[src/hw/rtl/nfps_pkg.sv]
// ----------------------------------------------------------------------------
// nfps_pkg - shared types and constants for the NTT-friendly prime search
// Field widths, the register reset value and the interface structs that
// pass through the block's ports and between the sequencer and the shared divider.
// ----------------------------------------------------------------------------
package nfps_pkg;

  localparam int FIELD_W   = 32;  // lower bound and modulus
  localparam int LIMIT_W   = 20;  // search limit and multiplier
  localparam int PRIME_W   = 53;  // reported prime
  localparam int CAND_W    = 52;  // every tested candidate is below 2^52
  localparam int ROOT_W    = 27;  // trial divisor, just above sqrt(2^52)
  localparam int DSQ_W     = 54;  // square of the trial divisor
  localparam int DIV_STEPS = CAND_W;
  localparam int CNT_W     = $clog2(DIV_STEPS);

  localparam logic [LIMIT_W-1:0] LIMIT_RESET = LIMIT_W'(1000000);
  localparam logic [ROOT_W-1:0]  D_FIRST     = ROOT_W'(5);
  localparam logic [ROOT_W-1:0]  D_STEP      = ROOT_W'(6);

  typedef struct packed {
    logic [FIELD_W-1:0] lower_bound;
    logic [FIELD_W-1:0] step_modulus;
  } in_t;

  typedef struct packed {
    logic [PRIME_W-1:0] prime_value;
    logic               found;
  } out_t;

  typedef struct packed {
    logic               valid;
    logic [CAND_W-1:0]  dividend;
    logic [FIELD_W-1:0] divisor;
  } div_req_t;

  typedef struct packed {
    logic               done;
    logic [CAND_W-1:0]  quot;
    logic [FIELD_W-1:0] rem;
  } div_rsp_t;

endpackage

[src/hw/rtl/nfps_div.sv]
// ----------------------------------------------------------------------------
// nfps_div - shared iterative divider
// Restoring division, one quotient bit per cycle, giving quotient and
// remainder of a 52-bit dividend by a non-zero 32-bit divisor.
// ----------------------------------------------------------------------------
module nfps_div (
  input  logic              clk,
  input  logic              rst_n,
  input  nfps_pkg::div_req_t req,
  output nfps_pkg::div_rsp_t rsp
);

  logic                          busy_r, busy_nxt;
  logic                          done_r, done_nxt;
  logic [nfps_pkg::CNT_W-1:0]    cnt_r, cnt_nxt;
  logic [nfps_pkg::CAND_W-1:0]   quo_r, quo_nxt;
  logic [nfps_pkg::FIELD_W-1:0]  rem_r, rem_nxt;
  logic [nfps_pkg::FIELD_W-1:0]  dvs_r, dvs_nxt;
  logic [nfps_pkg::FIELD_W:0]    rem_sh;
  logic [nfps_pkg::FIELD_W:0]    diff;
  logic                          geq;

  always_comb begin
    rem_sh = {rem_r, quo_r[nfps_pkg::CAND_W-1]};
    diff   = rem_sh - {1'b0, dvs_r};
    geq    = (rem_sh >= {1'b0, dvs_r});
  end

  always_comb begin
    busy_nxt = busy_r;
    done_nxt = 1'b0;
    cnt_nxt  = cnt_r;
    quo_nxt  = quo_r;
    rem_nxt  = rem_r;
    dvs_nxt  = dvs_r;
    if (busy_r) begin
      rem_nxt = geq ? diff[nfps_pkg::FIELD_W-1:0] : rem_sh[nfps_pkg::FIELD_W-1:0];
      quo_nxt = {quo_r[nfps_pkg::CAND_W-2:0], geq};
      cnt_nxt = cnt_r - 1'b1;
      if (cnt_r == '0) begin
        busy_nxt = 1'b0;
        done_nxt = 1'b1;
      end
    end else if (req.valid) begin
      busy_nxt = 1'b1;
      cnt_nxt  = nfps_pkg::CNT_W'(nfps_pkg::DIV_STEPS - 1);
      quo_nxt  = req.dividend;
      rem_nxt  = '0;
      dvs_nxt  = req.divisor;
    end
  end

  always_ff @(posedge clk) begin
    if (!rst_n) begin
      busy_r <= 1'b0;
      done_r <= 1'b0;
      cnt_r  <= '0;
    end else begin
      busy_r <= busy_nxt;
      done_r <= done_nxt;
      cnt_r  <= cnt_nxt;
    end
  end

  always_ff @(posedge clk) begin
    quo_r <= quo_nxt;
    rem_r <= rem_nxt;
    dvs_r <= dvs_nxt;
  end

  assign rsp.done = done_r;
  assign rsp.quot = quo_r;
  assign rsp.rem  = rem_r;

endmodule

[src/hw/rtl/ntt_friendly_prime_search.sv]
// ----------------------------------------------------------------------------
// ntt_friendly_prime_search - smallest prime p > bound with p = 1 mod modulus
// Sequencer around one shared divider: start-point division, a digit-sum
// test for three, then trial division of each candidate 1 + modulus * t by
// 6k-1 and 6k+1.
// ----------------------------------------------------------------------------
// An item is taken when start is high and busy is low; busy then stays high
// until the search ends (a zero modulus never raises it), and the result
// appears on out_data for exactly one cycle with out_valid high. The receiver
// cannot stall, so the result must be captured in that cycle. Every division
// in the block runs through one restoring divider at one bit per cycle. The
// start point costs one such division. After it an even candidate is
// rejected in ST_TEST, and a multiple of three in ST_MOD3, where it is caught
// by a sum of its base-four digits rather than by the divider; any other
// candidate takes two divisions for each trial pair d, d + 2 with d * d <= p
// (about sqrt(p) / 6 pairs), and fewer when a divisor is found early. The
// total therefore depends heavily on the data, as the number of trial pairs
// grows with the square root of the prime. A zero modulus gives its result
// (nothing found) in the cycle after start; a starting multiplier already at
// or above the search limit gives it after the start-point division alone.
// The search limit register is written through cfg_valid/cfg_ready and is
// only accepted while the block is idle and start is low; its reset value
// is 1000000.
// ----------------------------------------------------------------------------
module ntt_friendly_prime_search (
  input  logic                          clk,
  input  logic                          rst_n,
  input  logic                          start,
  output logic                          busy,
  input  nfps_pkg::in_t                 in_data,
  output logic                          out_valid,
  output nfps_pkg::out_t                out_data,
  input  logic                          cfg_valid,
  output logic                          cfg_ready,
  input  logic [nfps_pkg::LIMIT_W-1:0]  cfg_data
);

  localparam logic [3:0] ST_IDLE  = 4'd0;
  localparam logic [3:0] ST_DIV0  = 4'd1;  // waiting for bound / modulus
  localparam logic [3:0] ST_TEST  = 4'd2;  // quick checks on a new candidate
  localparam logic [3:0] ST_MOD3  = 4'd3;  // residue of p modulo three
  localparam logic [3:0] ST_CHKD  = 4'd4;  // compare divisor square with p
  localparam logic [3:0] ST_DIVD  = 4'd5;  // waiting for remainder by d
  localparam logic [3:0] ST_DIVD2 = 4'd6;  // waiting for remainder by d + 2

  localparam int FW = nfps_pkg::FIELD_W;
  localparam int LW = nfps_pkg::LIMIT_W;
  localparam int CW = nfps_pkg::CAND_W;
  localparam int RW = nfps_pkg::ROOT_W;
  localparam int SW = nfps_pkg::DSQ_W;

  logic [3:0]     state_r, state_nxt;
  logic [LW-1:0]  limit_r;
  logic [FW-1:0]  lb_r, lb_nxt;
  logic [FW-1:0]  m_r, m_nxt;
  logic [LW-1:0]  t_r, t_nxt;
  logic [CW-1:0]  p_r, p_nxt;
  logic [RW-1:0]  d_r, d_nxt;
  logic [SW-1:0]  dsq_r, dsq_nxt;
  logic [6:0]     dsum_r, dsum_nxt;
  logic           out_valid_r;
  nfps_pkg::out_t out_data_r;

  nfps_pkg::div_req_t div_req;
  nfps_pkg::div_rsp_t div_rsp;

  logic           fin_valid;
  logic           fin_found;
  logic           acc;
  logic           rej;
  logic           rem_zero;
  logic [FW:0]    t0;
  logic [FW+1:0]  mt0;
  logic [LW:0]    t_inc;
  logic [6:0]     dsum;
  logic [3:0]     fold1;
  logic [2:0]     fold2;
  logic           mod3_zero;

  nfps_div u_div (
    .clk   (clk),
    .rst_n (rst_n),
    .req   (div_req),
    .rsp   (div_rsp)
  );

  // Start point from q = lb / m, r = lb % m: t0 = q + (r != 0), at least 1.
  // m * t0 is then lb - r, plus m when r is non-zero, or just m when the
  // bound is zero, so no multiplier is needed.
  always_comb begin
    rem_zero = (div_rsp.rem == '0);
    t0       = div_rsp.quot[FW:0] + {{FW{1'b0}}, !rem_zero};
    mt0      = {2'b00, lb_r} - {2'b00, div_rsp.rem}
             + (rem_zero ? '0 : {2'b00, m_r});
    if (lb_r == '0) begin
      t0  = {{FW{1'b0}}, 1'b1};
      mt0 = {2'b00, m_r};
    end
    t_inc = {1'b0, t_r} + 1'b1;
  end

  // Since four is one modulo three, the sum of the base-four digits of p
  // keeps its residue. The sum (at most 78) is registered, then folded the
  // same way twice more, leaving a value of at most five.
  always_comb begin
    dsum = '0;
    for (int k = 0; k < CW / 2; k++) begin
      dsum = dsum + {5'b00000, p_r[2*k +: 2]};
    end
    fold1 = {2'b00, dsum_r[1:0]} + {2'b00, dsum_r[3:2]}
          + {2'b00, dsum_r[5:4]} + {3'b000, dsum_r[6]};
    fold2 = {1'b0, fold1[1:0]} + {1'b0, fold1[3:2]};
    mod3_zero = (fold2 == 3'd0) || (fold2 == 3'd3);
  end

  always_comb begin
    state_nxt = state_r;
    lb_nxt    = lb_r;
    m_nxt     = m_r;
    t_nxt     = t_r;
    p_nxt     = p_r;
    d_nxt     = d_r;
    dsq_nxt   = dsq_r;
    dsum_nxt  = dsum_r;
    fin_valid = 1'b0;
    fin_found = 1'b0;
    acc       = 1'b0;
    rej       = 1'b0;
    div_req   = '0;

    unique case (state_r)
      ST_IDLE: begin
        if (start) begin
          lb_nxt = in_data.lower_bound;
          m_nxt  = in_data.step_modulus;
          if (in_data.step_modulus == '0) begin
            // Every candidate would be one, which is never prime.
            fin_valid = 1'b1;
          end else begin
            div_req.valid    = 1'b1;
            div_req.dividend = {{(CW-FW){1'b0}}, in_data.lower_bound};
            div_req.divisor  = in_data.step_modulus;
            state_nxt        = ST_DIV0;
          end
        end
      end
      ST_DIV0: begin
        if (div_rsp.done) begin
          if (t0 >= {{(FW+1-LW){1'b0}}, limit_r}) begin
            fin_valid = 1'b1;
            state_nxt = ST_IDLE;
          end else begin
            t_nxt     = t0[LW-1:0];
            p_nxt     = CW'(mt0) + 1'b1;
            state_nxt = ST_TEST;
          end
        end
      end
      ST_TEST: begin
        if (p_r < CW'(2)) begin
          rej = 1'b1;
        end else if (p_r < CW'(4)) begin
          acc = 1'b1;
        end else if (!p_r[0]) begin
          rej = 1'b1;
        end else begin
          dsum_nxt  = dsum;
          state_nxt = ST_MOD3;
        end
      end
      ST_MOD3: begin
        if (mod3_zero) begin
          rej = 1'b1;
        end else begin
          d_nxt     = nfps_pkg::D_FIRST;
          dsq_nxt   = SW'(nfps_pkg::D_FIRST) * SW'(nfps_pkg::D_FIRST);
          state_nxt = ST_CHKD;
        end
      end
      ST_CHKD: begin
        if (dsq_r > {{(SW-CW){1'b0}}, p_r}) begin
          acc = 1'b1;
        end else begin
          div_req.valid    = 1'b1;
          div_req.dividend = p_r;
          div_req.divisor  = {{(FW-RW){1'b0}}, d_r};
          state_nxt        = ST_DIVD;
        end
      end
      ST_DIVD: begin
        if (div_rsp.done) begin
          if (rem_zero) begin
            rej = 1'b1;
          end else begin
            div_req.valid    = 1'b1;
            div_req.dividend = p_r;
            div_req.divisor  = {{(FW-RW){1'b0}}, d_r + RW'(2)};
            state_nxt        = ST_DIVD2;
          end
        end
      end
      ST_DIVD2: begin
        if (div_rsp.done) begin
          if (rem_zero) begin
            rej = 1'b1;
          end else begin
            // (d + 6)^2 = d^2 + 12 d + 36
            dsq_nxt   = dsq_r + ({{(SW-RW){1'b0}}, d_r} << 3)
                      + ({{(SW-RW){1'b0}}, d_r} << 2) + SW'(36);
            d_nxt     = d_r + nfps_pkg::D_STEP;
            state_nxt = ST_CHKD;
          end
        end
      end
      default: begin
        state_nxt = ST_IDLE;
      end
    endcase

    if (acc) begin
      fin_valid = 1'b1;
      fin_found = 1'b1;
      state_nxt = ST_IDLE;
    end else if (rej) begin
      if (t_inc >= {1'b0, limit_r}) begin
        fin_valid = 1'b1;
        state_nxt = ST_IDLE;
      end else begin
        t_nxt     = t_inc[LW-1:0];
        p_nxt     = p_r + {{(CW-FW){1'b0}}, m_r};
        state_nxt = ST_TEST;
      end
    end
  end

  always_ff @(posedge clk) begin
    if (!rst_n) begin
      state_r     <= ST_IDLE;
      limit_r     <= nfps_pkg::LIMIT_RESET;
      out_valid_r <= 1'b0;
    end else begin
      state_r     <= state_nxt;
      out_valid_r <= fin_valid;
      if (cfg_valid && cfg_ready) begin
        limit_r <= cfg_data;
      end
    end
  end

  always_ff @(posedge clk) begin
    lb_r   <= lb_nxt;
    m_r    <= m_nxt;
    t_r    <= t_nxt;
    p_r    <= p_nxt;
    d_r    <= d_nxt;
    dsq_r  <= dsq_nxt;
    dsum_r <= dsum_nxt;
    if (fin_valid) begin
      out_data_r.found       <= fin_found;
      out_data_r.prime_value <= fin_found ? {1'b0, p_r} : '0;
    end
  end

  // A new limit is never taken in the same cycle as an item, so every item
  // runs under the limit that was in force when it was accepted.
  assign busy      = (state_r != ST_IDLE);
  assign cfg_ready = !busy && !start;
  assign out_valid = out_valid_r;
  assign out_data  = out_data_r;

`ifndef SYNTHESIS
  a_zero_when_missing: assert property (@(posedge clk) disable iff (!rst_n)
    out_valid && !out_data.found |-> out_data.prime_value == '0)
    else $error("prime_value not zero for a failed search");

  a_zero_modulus: assert property (@(posedge clk) disable iff (!rst_n)
    start && !busy && in_data.step_modulus == '0 |=> out_valid && !out_data.found)
    else $error("zero modulus did not give an immediate empty result");

  a_end_gives_result: assert property (@(posedge clk) disable iff (!rst_n)
    $fell(busy) |-> out_valid)
    else $error("search ended without a result");

  a_t_in_range: assert property (@(posedge clk) disable iff (!rst_n)
    state_r == ST_TEST |-> t_r < limit_r)
    else $error("candidate multiplier reached the search limit");
`endif

endmodule

[config.mk]
export PLATFORM = sky130hd
export DESIGN_NAME = ntt_friendly_prime_search
export DESIGN_NICKNAME = d
export VERILOG_FILES = /design/src/hw/rtl/nfps_pkg.sv /design/src/hw/rtl/nfps_div.sv /design/src/hw/rtl/ntt_friendly_prime_search.sv
export SDC_FILE = /design/constraint.sdc
export NUM_CORES = 1
export LEC_CHECK = 0
export ABC_AREA = 1
export BUFFER_PORTS_ARGS = -buffer_cell sky130_fd_sc_hd__buf_2
export CAP_MARGIN = 20
export CORE_ASPECT_RATIO = 0.5
export CORE_MARGIN = 4
export CORE_UTILIZATION = 35
export CTS_CLUSTER_SIZE = 30
export DETAILED_ROUTE_END_ITERATION = 12
export GPL_TIMING_DRIVEN = 0
export PLACE_DENSITY = 0.53
export SLEW_MARGIN = 20
export SYNTH_ARGS = -nofsm -noshare
export SYNTH_HDL_FRONTEND = slang
export SYNTH_HIERARCHICAL = 1
export SYNTH_SLANG_ARGS = --single-unit
[constraint.sdc]
create_clock -name clk -period 9.15 [get_ports clk]
set_clock_uncertainty 0.2 [all_clocks]
set_input_delay 1.83 -clock clk [delete_from_list [all_inputs] [get_ports clk]]
set_output_delay 1.83 -clock clk [all_outputs]
set_load 0.005 [all_outputs]
==> reports/metrics.yaml <==
die:
  initial_core_util_pct: 35.6
  placement_row_count: 83
  die_width_um: 467
  io-pin-count: 145
  core_area_sq_um: 104000
  die_y_um: 238
  fp.dieArea_sq_um: 111000
setup_path:
  timing.reg2reg.worst_path_depth: 29
  slowest_delay_ns: 0.86
  crit_end: "p_r[9]"
  worst_setup_path_start: "u_div/rem_r[28]"
  timing_worst_setup_path_type: "register to register"
  cp.required_ns: 9.52
  cp_max_fo: 10
  worstPathArrival_ns: 7.43
  critical_register_to_register_path_endpoint: "p_r[9]"
  rr_startpoint: "u_div/rem_r[28]"
  critPathLaunchType: "register"
  crit_path_end_kind: "register"
  timing.critical_path.slowest_stage_cell: "sky130_fd_sc_hd__a211oi_1"
  worst-r2r-setup-slack_ns: 2.09
clock_tree:
  cts_buffers: 48
  cts.sink_count: 421
  htree_levels: 2
  cts.clk_slew.worst_paths_ns: 0.07
  cts.repair_timing.setup_buffer_count: 0
  cts.hold.buffers_added: 0
  clock_path_buffers: 3
  post_cts_resized: 0
  clock_insertion_delay_worst_skew_ns: 0.65
  cts_root_buf: "sky130_fd_sc_hd__clkbuf_16"
  clock_tree_from_tritoncts: "yes"
flow_run:
  drv_cap: 0
sta:
  time_the_final_worst_path_needs_with_i_o_delays_and_setup_ns: 7.06
  finalSetupViolCount: 0
  grt_setup_unrepaired: "false"
  tns_ns: 0
  worst-slew-pin-transition_ns: 1.14
  report.final.slew_viol_count: 0
  timing.slew.headroom_pct: 24.3
  finalCritPeriodShare_pct: 77.1
  final_hold_viol_count: 0
  timing.fmax_mhz: 142
logic_synthesis:
  synth_seq_cells: 421
  syn-num-nets: 5695
  synth_ff_type: "sky130_fd_sc_hd__edfxtp_1"
  synth.lib_cells_used.distinct: 60
  synthesis.area_sq_um: 36900
  synth.avg_cell_area_sq_um: 7.10
  yosys.area.top_type: "sky130_fd_sc_hd__edfxtp_1"
  synth.yosys.warnings: 6
  post_synth_arst_share_pct: 0
  synthDominantCellAreaShare_pct: 25.8
  synthesis.instances: 5204
  synth.yosys.seq_area_share_pct: 31.4
  post_synth_main_area_contributors: "sky130_fd_sc_hd__edfxtp_1 (26%), sky130_fd_sc_hd__nand2_1 (14%), sky130_fd_sc_hd__ha_1 (11%), sky130_fd_sc_hd__inv_1 (8.3%), sky130_fd_sc_hd__nor2_1 (6.2%)"
  synth-edff-count: 317
global_routing:
  antenna_violations_before_repair: 26
  globalRouteOverflowTotal: 0
  number_of_global_route_vias_before_repair: 33808
  gr-max-usage-layer: "met1"
  grt.total_usage_pct: 26.7
  grtUsageMet1_pct: 40.2
  grt_start_max_net_pins: 53
  grt_util_met2_pct: 39.4
  gr-usage-met3_pct: 4.45
  grt_pass1_wl_um: 220000
detailed_routing:
  count_of_tritonroute_iterations_in_the_first_routing_pass: 7
  final_antenna_violating_net_count: 0
  route.detailed.drc: 0
  detailedRoute.firstIterationViolations: 3627
  route.detailed.wl_per_inst_um: 22.2
  finalWirelength_um: 152000
  dr_vias: 36024
  route.detailed.vias_per_inst: 5.26
hold_path:
  hold_path.class: "register to register"
  worst_min_delay_path_startpoint: "p_r[50]"
final_layout:
  design.final.nets: 5899
  area_growth_syn_to_layout_pct: 11.8
  stdcell_area_sq_um: 41300
  drive_above_1_share_pct: 6.46
place:
  hpwl_um: 128000
  portBuffers: 142
  dpl-instance-area_sq_um: 39700
  globalplace.congestion: 0.974
run_status:
  outcome: "completed"
==> state kept, by name, indices dropped and copies added, names as in the netlist, 3 cells and up <==
signal,cells
limit_r,20
state_r,3
dsq_r,51
u_div/quo_r,52
out_data,53
p_r,52
m_r,32
t_r,20
lb_r,32
u_div/cnt_r,6
d_r,26
dsum_r,7
u_div/dvs_r,32
u_div/rem_r,32
==> worst min path at each step <==
stage                     depth (start not counted)  slack [ns]  endpoint
after floorplan                                   1        0.23   p_r[50]
after global placement                            1        0.25   p_r[50]
after detailed placement                          1        0.26   p_r[50]
after CTS                                         1        0.28   p_r[50]
after global routing                              1        0.31   p_r[50]
final                                             1        0.27   p_r[50]
==> cells by family after synthesis <==
group                    share of synthesized area (%)
flip-flops                                        31.4
AND/OR/NAND/NOR                                   29.1
XOR/XNOR                                          3.44
AO/OA/AOI/OAI                                     10.9
buffers and inverters                             9.89
other                                           0.0102
adder cells (fa/ha/maj)                           15.3
==> through the flow <==
| step | instances | setup WS [ns] | hold WS [ns] | util, % |
|---|---|---|---|---|
| 3_3_place_gp | 6748 | -3.18 | 0.252 | 38.0 |
| 6_report | 6851 | 2.09 | 0.275 | 39.8 |
| 4_1_cts | 6848 | 2.32 | 0.277 | 39.8 |
| 3_5_place_dp | 6760 | 2.32 | 0.263 | 38.3 |
| 5_1_grt | 6848 | 1.78 | 0.309 | 39.8 |
| 2_1_floorplan | 5204 | 1.86 | 0.234 | - |
==> cells in the mapped netlist (3+ instances only) <==
master,number
sky130_fd_sc_hd__nand2_2,12
sky130_fd_sc_hd__o21a_1,27
sky130_fd_sc_hd__o21ai_0,225
sky130_fd_sc_hd__nand3_2,3
sky130_fd_sc_hd__nand3_1,251
sky130_fd_sc_hd__edfxtp_1,317
sky130_fd_sc_hd__nand2_1,1424
sky130_fd_sc_hd__a21boi_0,7
sky130_fd_sc_hd__and3_1,4
sky130_fd_sc_hd__o211ai_1,18
sky130_fd_sc_hd__clkbuf_1,45
sky130_fd_sc_hd__nor4_1,34
sky130_fd_sc_hd__nand4_1,91
sky130_fd_sc_hd__nor3b_1,4
sky130_fd_sc_hd__nor2_2,25
sky130_fd_sc_hd__o21bai_1,9
sky130_fd_sc_hd__fa_1,80
sky130_fd_sc_hd__o221ai_1,23
sky130_fd_sc_hd__xor2_1,101
sky130_fd_sc_hd__a21o_1,9
sky130_fd_sc_hd__xnor2_1,44
sky130_fd_sc_hd__buf_4,6
sky130_fd_sc_hd__nor2_1,608
sky130_fd_sc_hd__inv_2,14
sky130_fd_sc_hd__buf_1,10
sky130_fd_sc_hd__nor2_4,4
sky130_fd_sc_hd__and2_1,7
sky130_fd_sc_hd__nor3_2,5
sky130_fd_sc_hd__o22ai_1,5
sky130_fd_sc_hd__or2_2,5
sky130_fd_sc_hd__buf_2,22
sky130_fd_sc_hd__o21ai_1,24
sky130_fd_sc_hd__inv_1,821
sky130_fd_sc_hd__a31oi_1,22
sky130_fd_sc_hd__buf_6,11
sky130_fd_sc_hd__clkinv_1,3
sky130_fd_sc_hd__dfxtp_1,104
sky130_fd_sc_hd__a211oi_1,11
sky130_fd_sc_hd__nand3b_1,15
sky130_fd_sc_hd__nor3_1,71
sky130_fd_sc_hd__a21oi_1,338
sky130_fd_sc_hd__ha_1,323
==> area by class of cell <==
class	count	area (sq um)
clock buffer	69	1380
buffer	95	507
clock inverter	19	221
antenna	3	7.51
fill	11013	62400
sequential	421	11600
timing repair buffer	154	955
inverter	838	3150
tap	1402	1750
multi-input combinational	3850	21700
==> cell usage in the layout (no fill, tap or decap), drive strengths merged, types with 18 or more instances in the layout <==
cell type,Yosys,final
fa,80,80
nand2,1439,1439
edfxtp,317,317
buf,50,204
nand4,91,91
nor2,638,638
o221ai,23,23
o211ai,18,18
clkbuf,45,114
inv,835,836
a31oi,22,22
dfxtp,104,104
nor4,34,34
o21ai,250,250
nor3,76,76
xor2,101,101
xnor2,44,44
o21a,27,27
nand3,254,254
ha,323,323
a21oi,338,338
==> per-layer routing <==
| layer | wire [um] | up-vias |
|---|---|---|
| met4 | 3970 | 2 |
| met1 | 71800 | 17153 |
| li1 | - | 17362 |
| met3 | 13700 | 180 |
| met5 | 12 | - |
| met2 | 62500 | 1327 |
==> critical path, delay by kind of cell, from the launching register on <==
kind,cells,cell delay [ns]
AND/OR/NAND/NOR,20,3.43
buffers and inverters,3,0.63
flip-flops,1,0.45
adder cells (fa/ha/maj),3,0.98
AO/OA/AOI/OAI,3,1.28
Power is left out: the tool's default activity adds up to more than one toggle a clock period on the data nets, which glitch-free logic cannot reach.
